[config.mk]
export PLATFORM = sky130hd
export DESIGN_NAME = ktt_cell
export DESIGN_NICKNAME = d
export VERILOG_FILES = /design/src/design/ktt_pkg.sv /design/src/design/ktt_cell.sv
export SDC_FILE = /design/constraint.sdc
export NUM_CORES = 1
export LEC_CHECK = 0
export BUFFER_PORTS_ARGS = -buffer_cell sky130_fd_sc_hd__buf_2
export CAP_MARGIN = 20
export CORE_MARGIN = 3
export CORE_UTILIZATION = 52
export DETAILED_ROUTE_END_ITERATION = 7
export PLACE_DENSITY = 0.89
export SKIP_LAST_GASP = 1
export SYNTH_ARGS = -nofsm -noshare
export SYNTH_HDL_FRONTEND = slang
export SYNTH_SLANG_ARGS = --single-unit
[constraint.sdc]
create_clock -name clk -period 6.5 [get_ports clk]
set_input_delay 0.975 -clock clk [delete_from_list [all_inputs] [get_ports clk]]
set_output_delay 0.975 -clock clk [all_outputs]
set_load 0.02 [all_outputs]
[src/design/ktt_pkg.sv]
// Package for the k-th largest tracker: sizes, request codes, FSM states
// and the link record passed between neighboring sorted cells.
// No dependencies; every other file in this block imports it.
package ktt_pkg;

  localparam int K_MAX     = 256;
  localparam int VAL_W     = 64;
  localparam int RANK_W    = 9;
  localparam int REQ_W     = 2;
  localparam int CNT_W     = $clog2(K_MAX + 1);
  localparam int CMP_W     = (CNT_W > RANK_W) ? CNT_W : RANK_W;

  // Read tree: groups of GRP_SIZE cells are narrowed first, then the group.
  localparam int GRP_SIZE  = 16;
  localparam int GRP_SEL_W = $clog2(GRP_SIZE);
  localparam int NUM_GRP   = (K_MAX + GRP_SIZE - 1) / GRP_SIZE;
  localparam int GRP_IDX_W = (NUM_GRP > 1) ? $clog2(NUM_GRP) : 1;
  localparam int RD_IDX_W  = GRP_SEL_W + GRP_IDX_W;

  typedef logic signed [VAL_W-1:0] val_t;

  typedef enum logic [REQ_W-1:0] {
    REQ_INSERT = 2'd0,
    REQ_QUERY  = 2'd1,
    REQ_CLEAR  = 2'd2
  } req_code_t;

  typedef enum logic [1:0] {
    S_IDLE,
    S_RD_GRP,
    S_RD_SEL,
    S_OUT
  } state_t;

  // What one cell shows its lower neighbor.
  typedef struct packed {
    val_t value;
    logic ge;
  } cell_link_t;

endpackage

[src/design/ktt_cell.sv]
// One cell of the descending sorted chain: holds one value and shifts or
// captures on an insert. Depends on ktt_pkg.
module ktt_cell import ktt_pkg::*; (
  input  logic       clk,
  input  logic       ins_en,
  input  logic       in_use,
  input  val_t       new_value,
  input  cell_link_t prev,
  output cell_link_t link
);

  val_t value;
  logic ge;

  // A cell keeps its value when it is at least the new one; otherwise the
  // first such cell takes the new value and all below it shift down by one.
  assign ge = in_use && (value >= new_value);

  always_ff @(posedge clk) begin
    if (ins_en && !ge) begin
      value <= prev.ge ? new_value : prev.value;
    end
  end

  assign link.value = value;
  assign link.ge    = ge;

endmodule

==> run summary <==
RSZ-0062 raised after global routing: no
Setup Fix Bufs, Post-CTS: 0
Sw frac: 29.9%
Seq/Total Area, Yosys: 44.6%
First-pass GRT wire length: 17.6 mm
Core Util, Final: 70.7%
Reg-to-reg critical path startpoint: value[63]$_DFFE_PP_
Critical Path Sink Type: flop
First-pass detailed-route iteration total: 4
Synth area leaders: edfxtp_1, ha_1, mux2_2, inv_1, a21oi_1
Reg power frac: 45.5%
Max Transition Viols Final: 0
Fmax: 253 MHz
Final Hold Vio Count: 0
Top post-synthesis cells by count: inv_1, edfxtp_1, ha_1, mux2_2, a21oi_1
Slew headroom: 40.6%
Power density over the cells: 209 nW/um^2
Num rows: 32
Synth warnings: 0
Comb pwr share: 27.0%
Most common cell in the netlist: inv_1
Via Count: 3554
Final Cycle Share: 60.8%
Hold_buf cts: 0
Final setup vio count: 0
Non-filler cells, final: 675
R2R depth: 8
Post-synth EDFFs: 64
Cells after synthesis: 368
Clock power frac: 27.5%
Worst reg-to-reg setup slack: 2.91 ns
DIE WIDTH: 97.0 um
Total die area: 9410 sq um
Hold path start: prev[42]
Final Cell Area: 5580 sq um
Synthesized flop and latch total: 64
Final worst slack: 2.55 ns
Biggest regs: value (64)
Syn Nets: 564
RR Endpoint: value[14]$_DFFE_PP_
Vias in the first global route: 3818
Worst-Margin Slew: 0.891 ns
Number of I/O pins: 197
Area leader, netlist: edfxtp_1
Critical path peak fanout: 38
Via density: 5.27
Initial Util: 54.6%
Worst EP required: 6.49 ns
CTS tree: yes
Fillers: 582
Final GP Congestion: 0.910
Mapped Area: 4310 sq um
Worst Hold Depth: 2
Layout area overhead: 29.4%
Crit Path Category: in2reg
Clock Tree Buf Depth: 2
Placed Cells: 660
Ant diodes: 0
CTS Buf Count: 9
Main synth FF type: edfxtp_1
Antenna violations before repair: 0
Setup TNS: 0 ns
Area of the multi-input gates: 2110 sq um
Asr flop ratio synth: 0%
Largest register FFs: 64
Die height: 97.0 um
Reg area: 1920 sq um
Distinct cells, synth: 32
Worst IR Drop VDD: 0.150 mV
Startpoint types: input port
DRT iter0 DRCs: 107
Tot Pwr: 1.16 mW
Post-Place Cell Area: 5400 sq um
H-Tree Depth: 3
Clock root buffer: clkbuf_8
Clk_lat worst skew: 0.33 ns
Fin Hold WS: 0.946 ns
Clock-pin slew on the worst setup and hold paths: 0.07 ns
Core Box Area: 7890 sq um
Pre-CTS setup slack: 2.18 ns
Post-DR wirelength/cell: 16.1 um
Minimum clock period after layout: 3.95 ns
Drt drc: 0
Status: completed
Number of I/O port buffers: 196
Max_cap viols: 0
Avg Synthesized Cell Area: 11.7 sq um
All-Layer GR Usage: 23.0%
Largest net degree at the start of global routing: 65
Final #Nets: 765
Most flop-heavy register: value
Routed WL: 10.9 mm
HPWL Detailed: 8.77 mm
Static leakage: 2.79 nW
Pint: 0.816 mW
Grt ovf: 0
Post-route ant nets: 0
Fraction of layout cells with a size suffix above 1: 48.7%
Worst hold-check path type: in2reg
Sink Count: 64
Post-CTS sizing: 0
Worst min-delay path endpoint: value[41]$_DFFE_PP_
Net load switching power: 0.348 mW
Synth top area share: 44.6%
Worst Clk Skew: 0.00946 ns
WP data arrival: 3.94 ns
-- critical path, stage by stage --
cell     delay, ns
buf_2         0.10
inv_1         0.04
ha_1          0.34
and4_2        0.27
nand4_1       0.17
and4b_1       0.25
o31a_1        0.11
a41oi_1       0.29
and4b_2       0.89
buf_4         0.48
-- logic make-up after synthesis --
kind of cell / synth area share (%)
mux: 16.7
fa+ha+maj: 18.6
flops: 44.6
buf+inv: 6.54
compound gates: 7.06
simple gates: 6.48
-- power groups by stage --
stage | Clock [mW] | Sequential, mW | Combinational [mW]
final | 0.319 | 0.529 | 0.314
after global routing | 0.346 | 0.533 | 0.350
after CTS | 0.326 | 0.529 | 0.317
after detailed placement | 0 | 0.538 | 0.314
after global placement | 0 | 0.536 | 0.300
after floorplan | 0 | 0.584 | 0.145
-- how the worst max path moves through the flow --
stage                     endpoint  slack [ns]          start  cells past startpoint
2_1_floorplan   value[0]$_DFFE_PP_        2.11  new_value[57]                      8
3_3_place_gp   value[13]$_DFFE_PP_        2.24  new_value[63]                     10
3_5_place_dp   value[25]$_DFFE_PP_        2.18   new_value[0]                      9
4_1_cts        value[16]$_DFFE_PP_        2.53   new_value[0]                      9
5_1_grt        value[14]$_DFFE_PP_        2.37  new_value[17]                     10
6_report       value[14]$_DFFE_PP_        2.55  new_value[63]                     10
-- cell usage in the layout, fill, tap and decap left out, types with 3 or more instances in the layout --
cell type  count
a21o_1         3
inv_1         66
nand3_1        7
clkinv_2       3
nand2b_1       4
edfxtp_1      64
ha_1          64
a21oi_1       24
o21ai_0        9
buf_2        196
clkbuf_8       9
nand4_1       10
nand2_1       18
nor2_1         5
mux2_2        64
-- final cells by class --
type	count	area share, %
inverters	66	4.44
clock inverters	5	0.875
well taps	102	2.29
clock buffers	10	2.29
multi-input cells	230	37.8
flip-flops and latches	64	34.5
repair buffers	198	17.9
-- routing by layer --
layer	track usage, %	routed length [um]	part of all wire [%]	up-vias
li1	-	-	-	1748
met1	25.9	4280	39	1645
met2	41.5	5630	52	140
met3	6.27	709	6.5	21
met4	8.42	227	2.1	0
met5	0	0	0	-
Power figures use the tool's default switching activity.
